[src/gwvd_pkg.sv]
// Package for the Gerstner wave vertex displacement unit.
// Shared types and fixed-point constants; no dependencies.
package gwvd_pkg;

    localparam int DEF_MAX_POINTS = 65536;

    // two pi and pi/2 in Q.16
    localparam logic [18:0] TWO_PI_Q16  = 19'd411775;
    localparam logic [16:0] HALF_PI_Q16 = 17'd102944;

    // offset phase word before reduction: nonneg, below TWO_PI << 22
    localparam int PH_W = 40;
    localparam int MOD_STEPS = 22;

    localparam logic [30:0] ONE_Q30 = 31'h4000_0000;
    localparam int T_W = 33;

    typedef struct packed {
        logic signed [23:0] x;
        logic signed [23:0] y;
        logic signed [23:0] z;
    } pos_t;

    typedef struct packed {
        logic [30:0] x;
        logic [1:0]  q;
        pos_t        pos;
    } hside_t;

endpackage

[src/gwvd_horner_cell.sv]
// One Horner step for the cosine and sine series: t = 1 - floor(x2*t)/K.
// Three register stages; depends on gwvd_pkg. KS of zero passes sine through.
module gwvd_horner_cell
    import gwvd_pkg::*;
#(
    parameter int KC = 2,
    parameter int KS = 0
)
(
    input  logic                  clk,
    input  logic                  rst_n,
    input  logic                  en,
    input  logic                  vld_in,
    input  logic [31:0]           x2_in,
    input  logic [30:0]           tc_in,
    input  logic [30:0]           ts_in,
    input  hside_t                side_in,
    output logic                  vld_out,
    output logic [31:0]           x2_out,
    output logic signed [T_W-1:0] tc_out,
    output logic signed [T_W-1:0] ts_out,
    output hside_t                side_out
);

    // reciprocal, quotient estimate is low by at most one
    localparam logic [31:0] MC = 32'((64'd1 << 32) / KC);

    logic [2:0]  vld_reg;
    logic [31:0] x2_a_reg, x2_b_reg, x2_c_reg;
    hside_t      side_a_reg, side_b_reg, side_c_reg;
    logic [62:0] pc_a_reg;
    logic [31:0] yc_b_reg;
    logic [63:0] mc_b_reg;
    logic signed [T_W-1:0] tc_c_reg;
    logic signed [T_W-1:0] tc_next;
    logic [31:0] qc0, qc;
    logic [32:0] remc;

    always_comb
    begin
        qc0     = mc_b_reg[63:32];
        remc    = {1'b0, yc_b_reg} - 33'({1'b0, qc0} * 33'(KC));
        qc      = qc0 + 32'(remc >= 33'(KC));
        tc_next = $signed({2'b0, ONE_Q30}) - $signed({1'b0, qc});
    end

    always_ff @(posedge clk or negedge rst_n)
    begin
        if (!rst_n)
        begin
            vld_reg <= '0;
        end
        else if (en)
        begin
            vld_reg <= {vld_reg[1:0], vld_in};
        end
    end

    always_ff @(posedge clk)
    begin
        if (en)
        begin
            x2_a_reg   <= x2_in;
            side_a_reg <= side_in;
            pc_a_reg   <= x2_in * tc_in;
            x2_b_reg   <= x2_a_reg;
            side_b_reg <= side_a_reg;
            yc_b_reg   <= pc_a_reg[61:30];
            mc_b_reg   <= pc_a_reg[61:30] * MC;
            x2_c_reg   <= x2_b_reg;
            side_c_reg <= side_b_reg;
            tc_c_reg   <= tc_next;
        end
    end

    generate
        if (KS == 0)
        begin : g_pass
            logic [30:0] ts_a_reg, ts_b_reg, ts_c_reg;
            always_ff @(posedge clk)
            begin
                if (en)
                begin
                    ts_a_reg <= ts_in;
                    ts_b_reg <= ts_a_reg;
                    ts_c_reg <= ts_b_reg;
                end
            end
            assign ts_out = $signed({2'b0, ts_c_reg});
        end
        else
        begin : g_sin
            localparam logic [31:0] MS = 32'((64'd1 << 32) / KS);
            logic [62:0] ps_a_reg;
            logic [31:0] ys_b_reg;
            logic [63:0] ms_b_reg;
            logic signed [T_W-1:0] ts_c_reg;
            logic signed [T_W-1:0] ts_next;
            logic [31:0] qs0, qs;
            logic [32:0] rems;

            always_comb
            begin
                qs0     = ms_b_reg[63:32];
                rems    = {1'b0, ys_b_reg} - 33'({1'b0, qs0} * 33'(KS));
                qs      = qs0 + 32'(rems >= 33'(KS));
                ts_next = $signed({2'b0, ONE_Q30}) - $signed({1'b0, qs});
            end

            always_ff @(posedge clk)
            begin
                if (en)
                begin
                    ps_a_reg <= x2_in * ts_in;
                    ys_b_reg <= ps_a_reg[61:30];
                    ms_b_reg <= ps_a_reg[61:30] * MS;
                    ts_c_reg <= ts_next;
                end
            end
            assign ts_out = ts_c_reg;
        end
    endgenerate

    assign vld_out  = vld_reg[2];
    assign x2_out   = x2_c_reg;
    assign tc_out   = tc_c_reg;
    assign side_out = side_c_reg;

endmodule

[config.mk]
export PLATFORM = sky130hd
export DESIGN_NAME = gwvd_horner_cell
export DESIGN_NICKNAME = d
export VERILOG_FILES = /design/src/gwvd_pkg.sv /design/src/gwvd_horner_cell.sv
export SDC_FILE = /design/constraint.sdc
export NUM_CORES = 2
export LEC_CHECK = 0
export BUFFER_PORTS_ARGS = -buffer_cell sky130_fd_sc_hd__buf_2
export CAP_MARGIN = 20
export CORE_UTILIZATION = 25
export DETAILED_ROUTE_END_ITERATION = 10
export PLACE_DENSITY_LB_ADDON = 0.25
export SLEW_MARGIN = 20
export SYNTH_ARGS = -nofsm -noshare
export SYNTH_HDL_FRONTEND = slang
export SYNTH_SLANG_ARGS = --single-unit
[constraint.sdc]
create_clock -name clk -period 3.95 [get_ports clk]
set_input_delay 0.9875 -clock clk [delete_from_list [all_inputs] [get_ports clk]]
set_output_delay 0.9875 -clock clk [all_outputs]
set_load 0.02 [all_outputs]
-- Word level (Yosys, flattened, before mapping)
Index checks and enable logic that the tools add are counted.
Widths: inputs -> output; s select.
- magnitude comparators: 1
- multipliers: 1
- add/subtract/negate cells: 3
- operators by type and width (operator ; count):
    $mul 32x31->62 ; 1
    $ge 33x2->1 const B ; 1
    $sub 31x32->33 const A ; 1
    $sub 32x32->33 ; 1
    $add 31x1->32 ; 1
- register bits: 634
- logic and storage cells: 30

-- Longest topological paths before layout
- depth after elaboration: 4
- depth in mapped cells: 29
- depth with buffers taken out: 28

-- Worst setup path before layout
Ideal clock, no wire load.
- kind: in2reg
- start point: input tc_in[7]
- end point: register pc_a_reg[55], data pin
- path buffers: 1
- data arrival time: 7615 ps
- data required time: 3690 ps
- slack: -3924 ps
- cell stages on the path: 22
- cell sequence: clkbuf_1 -> nand2_1 -> fa_1 -> fa_1 -> fa_1 -> fa_1 -> inv_1 -> fa_1 -> fa_1 -> fa_1 -> fa_1 -> ha_1 -> a21oi_1 -> o21ai_0 -> nor3_1 -> o2111ai_1 -> a31oi_2 -> a2111oi_2 -> o21ai_1 -> o21bai_1 -> a311o_1 -> xor2_1
- word-level cells in the longest chain between the ends: 1
- RTL lines (element ; line ; source):
    start, declared ; gwvd_horner_cell.sv:15 ; input logic [30:0] tc_in,
    $mul 32x31->62 ; gwvd_horner_cell.sv:65 ; pc_a_reg <= x2_in * tc_in;
    end signal, assigned ; gwvd_horner_cell.sv:65 ;
    end, declared ; gwvd_horner_cell.sv:31 ; logic [62:0] pc_a_reg;
Every way passes these cells.
A chain may end at the register's enable or synchronous reset.

-- Worst setup path in the final report
- start point: input x2_in[10]
- end point: register pc_a_reg[59], data pin
- word-level cells in the longest chain between the ends: 1
- RTL lines (element ; line ; source):
    start, declared ; gwvd_horner_cell.sv:14 ; input logic [31:0] x2_in,
    $mul 32x31->62 ; gwvd_horner_cell.sv:65 ;
Every way passes these cells.

==> out/metrics.cfg <==
[synth]
yosysTopAreaCellShare=0.355
synth_edf_count=599
ys_seq_elements=602
synth_top_area_cell=edfxtp_1
ys_async_sr_fraction=0.00498
yosys_warnings=0
syn_avg_cell_area_um2=12.0
yosysUniqueCellTypes=62
yosysSeqAreaShare=0.357
synth_area_leaders=edfxtp_1 36%, fa_1 34%, ha_1 6.9%
syn_area_um2=50700
ys.flop_type=edfxtp_1
postSynthCellCount=4208

[place]
hpwl_um=121000
dp.cells=7492
portBuffers=404
gp_congestion=0.831
pre_cts_ws_ps=-5050

[finish]
syn_to_final_growth_pct=25.3
layout_common_cells=812 x inv_1, 797 x fa_1, 599 x edfxtp_1, 492 x nand2_1, 491 x and2_1
drive_gt1_frac=0.244
fin_nets=6293
final_cells=7665
final_common_cell=inv_1

[detailed_routing]
wl_per_cell_um=19.4
avgViaCountPerCell=4.19
drt_wl_total_um=148000
vias=32084
drcViolationCount=0
drtIter0Drc=2036
drtAntennaViolNets=0
firstDrtPassIters=5

[sta]
hold_viol_final=0
fin_crit_ps=7530
setup_viol=31
period_share=1.91
fmax_mhz=133
rsz0062_at_grt=yes
fin_skew_ps=76.9
timing.slew.headroom=0.470
layout_setup_ws_ps=-3580
report.final.slew_viol_count=0
worst_slew_pin_slew_ps=796

[floorplanning]
ios=407
initial_core_util=0.253
die_area_um2=204000
rows=164
core_um2=200000
die_w_um=452
chipHeight_um=452

[worst_setup_path]
cpMostUsedCell=fa_1
crit_fanout=8
startpoint_type=primary input
worstPathArrival_ps=7990
critical_path.max_stage_delay_ps=600
path_class=primary input to flip-flop
slowest_stage=fa_2
crit_required_ps=4410
r2r_cells=12
endpoint_kind=flip-flop

[clocking]
root_buffer=clkbuf_16
clk_path_buf_depth=3
numCtsBuffers=71
clkSinkCount=602
insertion_delay_ps=700
cts.htree.levels=3
path_clk_slew_ps=60
tritoncts=built

[global_route]
overflow=0
grt_max_degree=75
antenna_found_initial=18
first_global_vias=34461
grt_pass1_wl_um=219000
grt_use_total=0.145

[flow_run]
drv_cap=0

[worst_hold_path]
hold_class=primary input to async pin

[run_status]
violations=negative setup slack
outcome=complete, but fails checks

==> per-layer routing <==
layer | routed length [um] | GRT usage
met4 | 4790 | 0.0494
met2 | 69500 | 0.235
met3 | 8090 | 0.0257
met5 | 82 | 0
met1 | 65900 | 0.193
==> timing repair <==
action,4_1_cts,5_1_grt
setup endpoints to repair,31,32
pin swaps,99,66
hold buffers,0,0
buffers inserted,17,17
gates resized for setup,288,88
gates cloned,3,4
==> worst max-delay path, delay by kind of cell <==
| family | cells | cell delay (ps) |
|---|---|---|
| compound gates | 6 | 1480 |
| xor+xnor | 1 | 120 |
| fa+ha+maj | 9 | 4280 |
| buf+inv | 7 | 780 |
| simple gates | 3 | 300 |
==> stage by stage <==
step,TNS (ps),util,hold slack [ps],instance area (um2)
after floorplan,-100220,-,400,51200
after global placement,-138930,0.295,400,59100
after detailed placement,-138910,0.295,405,59100
after CTS,-99760,0.314,7.08,62900
after global routing,-105880,0.316,51.6,63400
final,-101270,0.316,113,63500
==> cell families after synthesis <==
| group | after synthesis | share of synthesized area |
|---|---|---|
| AND/OR/NAND/NOR | 1114 | 0.111 |
| multiplexers | 3 | 0.000667 |
| flip-flops | 602 | 0.357 |
| XOR/XNOR | 63 | 0.0109 |
| AO/OA/AOI/OAI | 242 | 0.0327 |
| adder cells (fa/ha/maj) | 1143 | 0.410 |
| other | 1 | 0.0000740 |
| buffers and inverters | 1040 | 0.0774 |
==> Yosys cell counts, types with 5 or more instances <==
master and number:
and3_1 7, xor2_1 17, nand4_1 13, a211oi_1 6, a41oi_1 5, o21ai_0 35, o21a_1 8, nor2_1 30
a31oi_1 6, a21oi_1 74, nor3_1 8, o21bai_1 14, xnor2_1 46, and2_1 532, clkbuf_1 191, nor2b_1 6
ha_1 279, inv_1 845, nand2_1 498, edfxtp_1 599, fa_1 864, a21o_1 49, nand3_1 10
==> worst paths after layout <==
| path | startpoint | end | slack [ps] |
|---|---|---|---|
| setup / recovery | x2_in[10] | pc_a_reg[59] | -3580 |
| hold / removal | rst_n | vld_reg[0] | 110 |
| setup reg to reg | yc_b_reg[6] | tc_out[30] | 310 |
| hold reg to reg | side_b_reg[36] | side_out[36] | 410 |
| max in group asynchronous | rst_n | vld_reg[1] | 3730 |
| min in group clk | side_b_reg[36] | side_out[36] | 410 |
==> final cells by class <==
| type | count | area (um2) |
|---|---|---|
| antenna | 7 | 17.5 |
| clock buffer | 82 | 1850 |
| clock inverter | 46 | 583 |
| fill | 20438 | 137000 |
| inverter | 845 | 3170 |
| multi-input combinational | 2567 | 29800 |
| sequential | 602 | 18100 |
| tap | 2656 | 3320 |
| timing repair buffer | 860 | 6630 |
Power is not shown: default switching activity piles up to over one toggle a cycle in this logic, so the estimate is an artifact.
