$ cat src/gwvd_pkg.sv
// Package for the Gerstner wave vertex displacement unit.
// Shared types and fixed-point constants; no dependencies.
package gwvd_pkg;

    localparam int DEF_MAX_POINTS = 65536;

    // two pi and pi/2 in Q.16
    localparam logic [18:0] TWO_PI_Q16  = 19'd411775;
    localparam logic [16:0] HALF_PI_Q16 = 17'd102944;

    // offset phase word before reduction: nonneg, below TWO_PI << 22
    localparam int PH_W = 40;
    localparam int MOD_STEPS = 22;

    localparam logic [30:0] ONE_Q30 = 31'h4000_0000;
    localparam int T_W = 33;

    typedef struct packed {
        logic signed [23:0] x;
        logic signed [23:0] y;
        logic signed [23:0] z;
    } pos_t;

    typedef struct packed {
        logic [30:0] x;
        logic [1:0]  q;
        pos_t        pos;
    } hside_t;

endpackage

$ cat src/gwvd_mod_cell.sv
// One step of the phase reduction: subtract two pi << SHIFT if it fits.
// Depends on gwvd_pkg.
module gwvd_mod_cell
    import gwvd_pkg::*;
#(
    parameter int SHIFT = 0
)
(
    input  logic            clk,
    input  logic            rst_n,
    input  logic            en,
    input  logic            vld_in,
    input  logic [PH_W-1:0] r_in,
    input  pos_t            pos_in,
    output logic            vld_out,
    output logic [PH_W-1:0] r_out,
    output pos_t            pos_out
);

    localparam logic [PH_W-1:0] MODV = PH_W'(TWO_PI_Q16) << SHIFT;

    logic            vld_reg;
    logic [PH_W-1:0] r_reg;
    logic [PH_W-1:0] r_next;
    pos_t            pos_reg;

    assign r_next = (r_in >= MODV) ? (r_in - MODV) : r_in;

    always_ff @(posedge clk or negedge rst_n)
    begin
        if (!rst_n)
        begin
            vld_reg <= 1'b0;
        end
        else if (en)
        begin
            vld_reg <= vld_in;
        end
    end

    always_ff @(posedge clk)
    begin
        if (en)
        begin
            r_reg   <= r_next;
            pos_reg <= pos_in;
        end
    end

    assign vld_out = vld_reg;
    assign r_out   = r_reg;
    assign pos_out = pos_reg;

endmodule

$ cat config.mk
export PLATFORM = sky130hd
export DESIGN_NAME = gwvd_mod_cell
export DESIGN_NICKNAME = d
export VERILOG_FILES = /design/src/gwvd_pkg.sv /design/src/gwvd_mod_cell.sv
export SDC_FILE = /design/constraint.sdc
export NUM_CORES = 1
export LEC_CHECK = 0
export BUFFER_PORTS_ARGS = -buffer_cell sky130_fd_sc_hd__buf_2
export CAP_MARGIN = 5
export CORE_UTILIZATION = 41
export CTS_CLUSTER_SIZE = 28
export DETAILED_ROUTE_END_ITERATION = 12
export GPL_ROUTABILITY_DRIVEN = 0
export PLACE_DENSITY = 0.83
export SETUP_SLACK_MARGIN = 0.3
export SLEW_MARGIN = 10
export SYNTH_ARGS = -nofsm -noshare
export SYNTH_HDL_FRONTEND = slang
export SYNTH_SLANG_ARGS = --single-unit
$ cat constraint.sdc
create_clock -name clk -period 0.8 [get_ports clk]
set_input_delay 0.12 -clock clk [delete_from_list [all_inputs] [get_ports clk]]
set_output_delay 0.12 -clock clk [all_outputs]
set_load 0.1 [all_outputs]
# Word-level counts from Yosys, hierarchy flattened
# Cells that the tools add are included.
# totals
regBits,113
input_bits,116
out_inout_bits,113
word_cells,8
# classes
add_sub_neg,1
order_cmp,1
n_mux,1
# op_table
cell,count
$ge A40 B19 Y1 const B,1
$mux W40,1
$sub A40 B19 Y40 const B,1

# Depth between registers and ports, before layout
# Gate-level depths: netlist of the first run.
# depth
depth_word,2
ltp_mapped,8
depth_no_buf,7

# Least setup slack after synthesis of the first run
# OpenSTA, ideal clock, no wires.
# synth_timing
path_type,input-to-reg
from,in r_in[28]
to,"reg r_reg[17], in the netlist r_out[17] (data pin)"
arrival_time_ns,2.426
t_required_ns,0.543
slack_ns,-1.883
path_stages,7
path_buffers,1
cell_sequence,or4_4 or4_4 buf_6 or4_4 or3_4 and3_1 xor2_1
# synth_via
elab_chain_cells,2
# synth_rtl
element,line_no,rtl
from (decl),gwvd_mod_cell.sv:13,"input logic [PH_W-1:0] r_in,"
$ge A40 B19 Y1,gwvd_mod_cell.sv:27,assign r_next = (r_in >= MODV) ? (r_in - MODV) : r_in;
$mux W40,gwvd_mod_cell.sv:27,
net r_next[17],gwvd_mod_cell.sv:24,logic [PH_W-1:0] r_next;
to (signal assigned),gwvd_mod_cell.sv:45,r_reg <= r_next;
to (decl),gwvd_mod_cell.sv:23,logic [PH_W-1:0] r_reg;
# The timed path passes the listed nets, and every way through them passes these cells.
# A chain may end at the register's enable or synchronous reset.

# Final worst setup path of the first run
# layout_timing
from,in r_in[28]
to,"reg r_reg[12], in the netlist r_out[12] (data pin)"
# The elaborated chain is that of the path after synthesis.

==> flow_summary_export.csv, run 1 <==
group,metric,value,unit
outcome,status,"complete, but fails checks",
outcome,violations,"negative hold slack, negative setup slack",
synthesis,synthCells,263,
run,drv_cap,0,
drt,totalWireLength,23900,um
timing,rsz0062_at_grt,"true",
drt,remaining_drc_errors,0,
grt,track_usage,35.8,%
timing,fin_tns_setup,-108.69,ns
setup_path,path_max_fanout,9,
place,place_ws,-1.99,ns
clock_network,tritoncts,"yes",
drt,antenna_left,0,
finish,nets,786,
clock_network,root_buffer,"clkbuf_8",
grt,grt_overflow,0,
timing,layout_min_cycle_time,2.30,ns
timing,holdWs,-0.131,ns
grt,grt_pass1_vias,4448,
setup_path,r2r_cells,1,
timing,relSlewSlack,64.7,%
synthesis,yosys_warnings,0,
timing,setup_viol,154,
power,totalPowerFinal,22.0,mW
synthesis,synth-seq-cells,113,
synthesis,syn_area,4400,um^2
drt,first_pass_iters,5,
clock_network,cts_sinks,113,
finish,syn2layout_area_growth,117,%
clock_network,cts-htree-levels,4,
power,pwr_density_cell,2300,nW/um^2
die,start_util,42.5,%
finish,layout-drive-gt1-share,55.1,%
drt,dr_total_vias,4786,
synthesis,synth_top_area_share,76.4,%
finish,layout_common_cells,"116 x buf_12, 112 x edfxtp_1, 110 x buf_2",
timing,hold_violations,14,
setup_path,critical_path_class,"in -> reg",
drt,first_iter_violations,414,
finish,fin_area,9560,um^2
drt,routedWlPerCell,29.2,um
hold_path,holdPathStages,2,
die,chipHeight,106,um
synthesis,synth.net_count,380,
synthesis,yosysUniqueCellTypes,40,
grt,grt_pass1_wl,28400,um
timing,finalCritPeriodShare,287,%
clock_network,cts_buffer_depth,2,
die,die_w,106,um
finish,final_common_cell,"buf_12",
timing,worst_pin_slew,0.530,ns
drt,avgViaCountPerCell,5.84,
die,fp.coreArea,10400,um^2
grt,grt_max_degree,41,
clock_network,cts_buffers,17,
die,die_area,11200,um^2
synthesis,synth.top_cells.by_area,"edfxtp_1 76%, xnor2_1 4.2%, xor2_1 3.2%, nor2_1 1.5%, nand2_1 1.4%",
clock_network,clkLatencyLatePin,0.54,ns
clock_network,clk_pin_slew,0.07,ns
synthesis,ys_seq_area_share,77.0,%
place,portBuffers,228,
timing,slew_viol_final,0,
hold_path,worstHoldPathType,"in -> reg",
place,dpl_cell_area,8030,um^2
synthesis,synth_area_per_cell,16.7,um^2
synthesis,synth_top_area_cell,"edfxtp_1",
timing,skew,0,ns
die,num_rows,37,
timing,fin_ws,-1.50,ns
setup_path,arrival,2.60,ns
grt,antenna_found_initial,2,
setup_path,required,1.10,ns
die,io_pins,229,
power,total_leakage_power,4.16,nW
timing,max_freq,435,MHz
place,hpwlAfterDp,11500,um
setup_path,startpoint_type,"input pin",
setup_path,crit_path_end_kind,"flip-flop",
power,ir_drop,1.87,mV
==> area by class of cell <==
class                      instances  area [um^2]
clock buffer                      19          422
tap                              136          170
clock inverter                    13         96.3
fill                             334          810
inverter                           1         3.75
timing repair buffer             390         4360
antenna                            1         2.50
multi-input combinational        146         1110
sequential                       113         3390
==> through the flow <==
stage | util, % | std cells
2_1_floorplan | - | 263
3_3_place_gp | 77.5 | 705
3_5_place_dp | 77.5 | 705
4_1_cts | 88.2 | 788
5_1_grt | 92.2 | 819
6_report | 92.2 | 819
==> power breakdown <==
part | internal [mW] | switching, mW | total (mW)
logic | 2.63 | 4.66 | 7.29
registers | 7.12 | 0.513 | 7.63
clock network | 4.06 | 3.02 | 7.08
total | 13.8 | 8.19 | 22.0
==> synth_stat cells <==
cell type	number
a41o_1	1
a2111oi_0	1
xnor2_1	21
mux2i_1	1
mux2_2	1
nor3_1	11
buf_4	1
nand3_1	5
nand2_1	16
nand3b_2	2
buf_6	2
or3_4	1
inv_1	1
o21a_1	1
and2_0	1
or4_1	2
a21o_1	2
nand4b_1	2
nor2_1	18
or4_4	3
nand2_2	3
o21ai_0	4
and4_1	1
o221ai_1	1
nand4_1	5
or3_1	1
o211ai_1	1
nor3b_1	1
nand3_2	3
o211ai_2	1
xor2_1	16
and3_1	2
nand2b_1	1
dfrtp_1	1
a21oi_1	6
o2111ai_1	1
ha_1	1
nor4b_1	1
edfxtp_1	112
nor4_1	8
==> sequential cells by signal, indices dropped and copies added (netlist names) <==
register  cells
pos_out      72
r_out        40
vld_out       1
==> kinds of logic after synthesis <==
logic type	count (synthesis)	share of synthesized area (%)
AO/OA/AOI/OAI	19	2.93
XOR/XNOR	37	7.36
adder cells (fa/ha/maj)	1	0.284
buffers and inverters	4	0.767
flip-flops	113	77.0
multiplexers	2	0.483
AND/OR/NAND/NOR	87	11.2
==> worst paths after layout <==
kind	end	slack, ns	startpoint
worst max-delay path	r_out[12]$_DFFE_PP_	-1.50	r_in[28]
worst min-delay path	vld_out$_DFFE_PN0P_	-0.13	vld_in
worst max register to register	vld_out$_DFFE_PN0P_	-0.09	vld_out$_DFFE_PN0P_
worst min register to register	vld_out$_DFFE_PN0P_	0.61	vld_out$_DFFE_PN0P_
max in group asynchronous	vld_out$_DFFE_PN0P_	0.75	rst_n
min in group asynchronous	vld_out$_DFFE_PN0P_	-0.05	rst_n
==> routing by layer <==
| layer | vias to the layer above | track usage [%] | wire (um) |
|---|---|---|---|
| met4 | 2 | 14.1 | 1730 |
| met5 | - | 0 | 13 |
| met2 | 465 | 66.4 | 12100 |
| met3 | 139 | 10.0 | 2050 |
| li1 | 1837 | - | - |
| met1 | 2343 | 38.2 | 7970 |
==> critical path: stages <==
cell	delay, ns
buf_8	0.10
or4_4	0.54
or4_4	0.46
or4_4	0.51
or3_4	0.39
buf_12	0.17
nand2_2	0.08
xnor2_1	0.22
==> timing repair <==
item                                    4_1_cts  5_1_grt
endpoints found under the setup margin      154      170
gates resized for setup                      17       31
hold buffers                                 46       27
hold endpoints to repair                     79       47
buffers inserted                              5        3
pin swaps                                    14        4
Power figures use the tool's default switching activity.
==> inputs of run 2 (changes only) <==
CELL_PAD_IN_SITES_DETAIL_PLACEMENT = 0   (was unset)
CELL_PAD_IN_SITES_GLOBAL_PLACEMENT = 2   (was unset)
CORE_UTILIZATION = 26   (was 41)
PLACE_DENSITY = 0.82   (was 0.83)
REMOVE_ABC_BUFFERS = 1   (was unset)
==> flow_summary_export.csv, run 2 (synthesis results as in run 1) <==
group,metric,value,unit
clock_network,holdBufCountCts,1,
clock_network,cts_buffers,17,
timing,holdWs,-0.115,ns
grt,grt_overflow,0,
drt,remaining_drc_errors,0,
finish,fillers,1335,
setup_path,crit_path_end_kind,"flip-flop",
finish,final_common_cell,"buf_12",
timing,setup_viol,154,
grt,antenna_found_initial,2,
timing,rsz0062_at_grt,"true",
finish,layout-drive-gt1-share,62.7,%
power,pwr_density_cell,2430,nW/um^2
setup_path,required,0.96,ns
run,drv_cap,0,
timing,worst_pin_slew,0.422,ns
setup_path,arrival,2.47,ns
place,dpl_cell_area,8090,um^2
drt,totalWireLength,13600,um
drt,first_pass_iters,4,
power,totalPowerFinal,22.0,mW
timing,skew,0,ns
timing,max_freq,432,MHz
place,portBuffers,228,
setup_path,startpoint_type,"input pin",
clock_network,root_buffer,"clkbuf_16",
outcome,status,"complete, but fails checks",
power,ir_drop,1.32,mV
setup_path,r2r-start,"vld_out$_DFFE_PN0P_",
power,total_leakage_power,3.81,nW
grt,grt_pass1_vias,3767,
die,num_rows,47,
setup_path,critical_path_class,"in -> reg",
finish,final_core_util,54.7,%
place,hpwlAfterDp,10100,um
timing,hold_violations,73,
finish,syn2layout_area_growth,106,%
timing,fin_ws,-1.51,ns
timing,layout_min_cycle_time,2.31,ns
clock_network,tritoncts,"yes",
timing,fin_tns_setup,-91.32,ns
place,dpl.cell_count,783,
die,start_util,26.6,%
timing,slew_viol_final,0,
hold_path,worstHoldStart,"pos_in[48]",
setup_path,crit_start,"r_in[28]",
die,io_pins,229,
drt,routedWlPerCell,16.5,um
place,place_ws,-1.95,ns
finish,fin_cells,824,
finish,fin_area,9070,um^2
setup_path,r2r_slack,-0.01,ns
grt,track_usage,15.4,%
die,die_w,132,um
finish,nets,708,
drt,avgViaCountPerCell,4.32,
die,chipHeight,132,um
timing,relSlewSlack,71.9,%
die,die_area,17500,um^2
clock_network,cts-htree-levels,4,
clock_network,cts_buffer_depth,2,
outcome,violations,"negative hold slack, negative setup slack",
drt,first_iter_violations,112,
drt,dr_total_vias,3561,
grt,grt_pass1_wl,20200,um
finish,largest_register_ffs,72,
hold_path,worstHoldPathType,"in -> reg",
die,fp.coreArea,16600,um^2
clock_network,clkLatencyLatePin,0.41,ns
timing,finalCritPeriodShare,289,%
drt,antenna_left,0,
setup_path,path_max_fanout,4,
finish,layout_common_cells,"114 x buf_12, 112 x edfxtp_1, 110 x buf_2",
clock_network,clk_pin_slew,0.05,ns
grt,grt_max_degree,57,
clock_network,cts_sinks,113,
## run 2: changes by cell type in the layout (fill, tap and decap cells not counted), moves of 3 or more
cell            before  now
buf_4               82   71
buf_6                8   12
bufinv_16            1    4
clkbuf_16           16   19
clkinv_2             8    3
dlygate4sd3_1       57    1
dlymetal6s4s_1      16    0
nor3_1              10    7
nor3_2               1    4
nor4_1               7    4
nor4_4               1    4
## run 2: repair_timing
item                                    CTS  global route
resized for setup                        12            34
endpoints found under the setup margin  159           226
pin swaps                                 4            11
gates cloned                              0             3
setup buffers                             3             2
hold endpoints to repair                 77            74
## run 2: cell type report
type,instances,area [um^2],area share (%)
Timing Repair Buffer,312,3620,39.9
Sequential cell,113,3390,37.4
Tap cell,220,275,3.04
Clock buffer,17,425,4.69
Inverter,1,3.75,0.0414
Antenna cell,1,2.50,0.0276
Clock inverter,14,189,2.08
Multi-Input combinational cell,146,1170,12.9
## run 2: where the power goes
group | total [mW] | internal [mW] | leakage [nW] | switching [mW]
combinational | 6.69 | 2.39 | 2.40 | 4.30
sequential | 7.52 | 7.12 | 1.11 | 0.407
clock | 7.80 | 5.18 | 0.297 | 2.62
## run 2: layer usage
layer  share of wire, %  track usage (%)
met1                 35             15.9
met2                 56             28.2
met3                6.4             4.54
met4                2.5             7.62
met5                  0                0
## run 2: final timing paths
path                                          to  cells after the start
min in group asynchronous    vld_out$_DFFE_PN0P_                      2
min reg2reg                  vld_out$_DFFE_PN0P_                      1
max reg2reg                  vld_out$_DFFE_PN0P_                      1
min                        pos_out[48]$_DFFE_PP_                      1
max in group asynchronous    vld_out$_DFFE_PN0P_                      2
max                          r_out[17]$_DFFE_PP_                      7
## run 2: worst max-delay path, cell delays in order
cell and delay, ns:
buf_6 0.09, or4_4 0.53, or4_4 0.44, or4_4 0.51, or3_4 0.43, and3_1 0.21, xor2_1 0.14
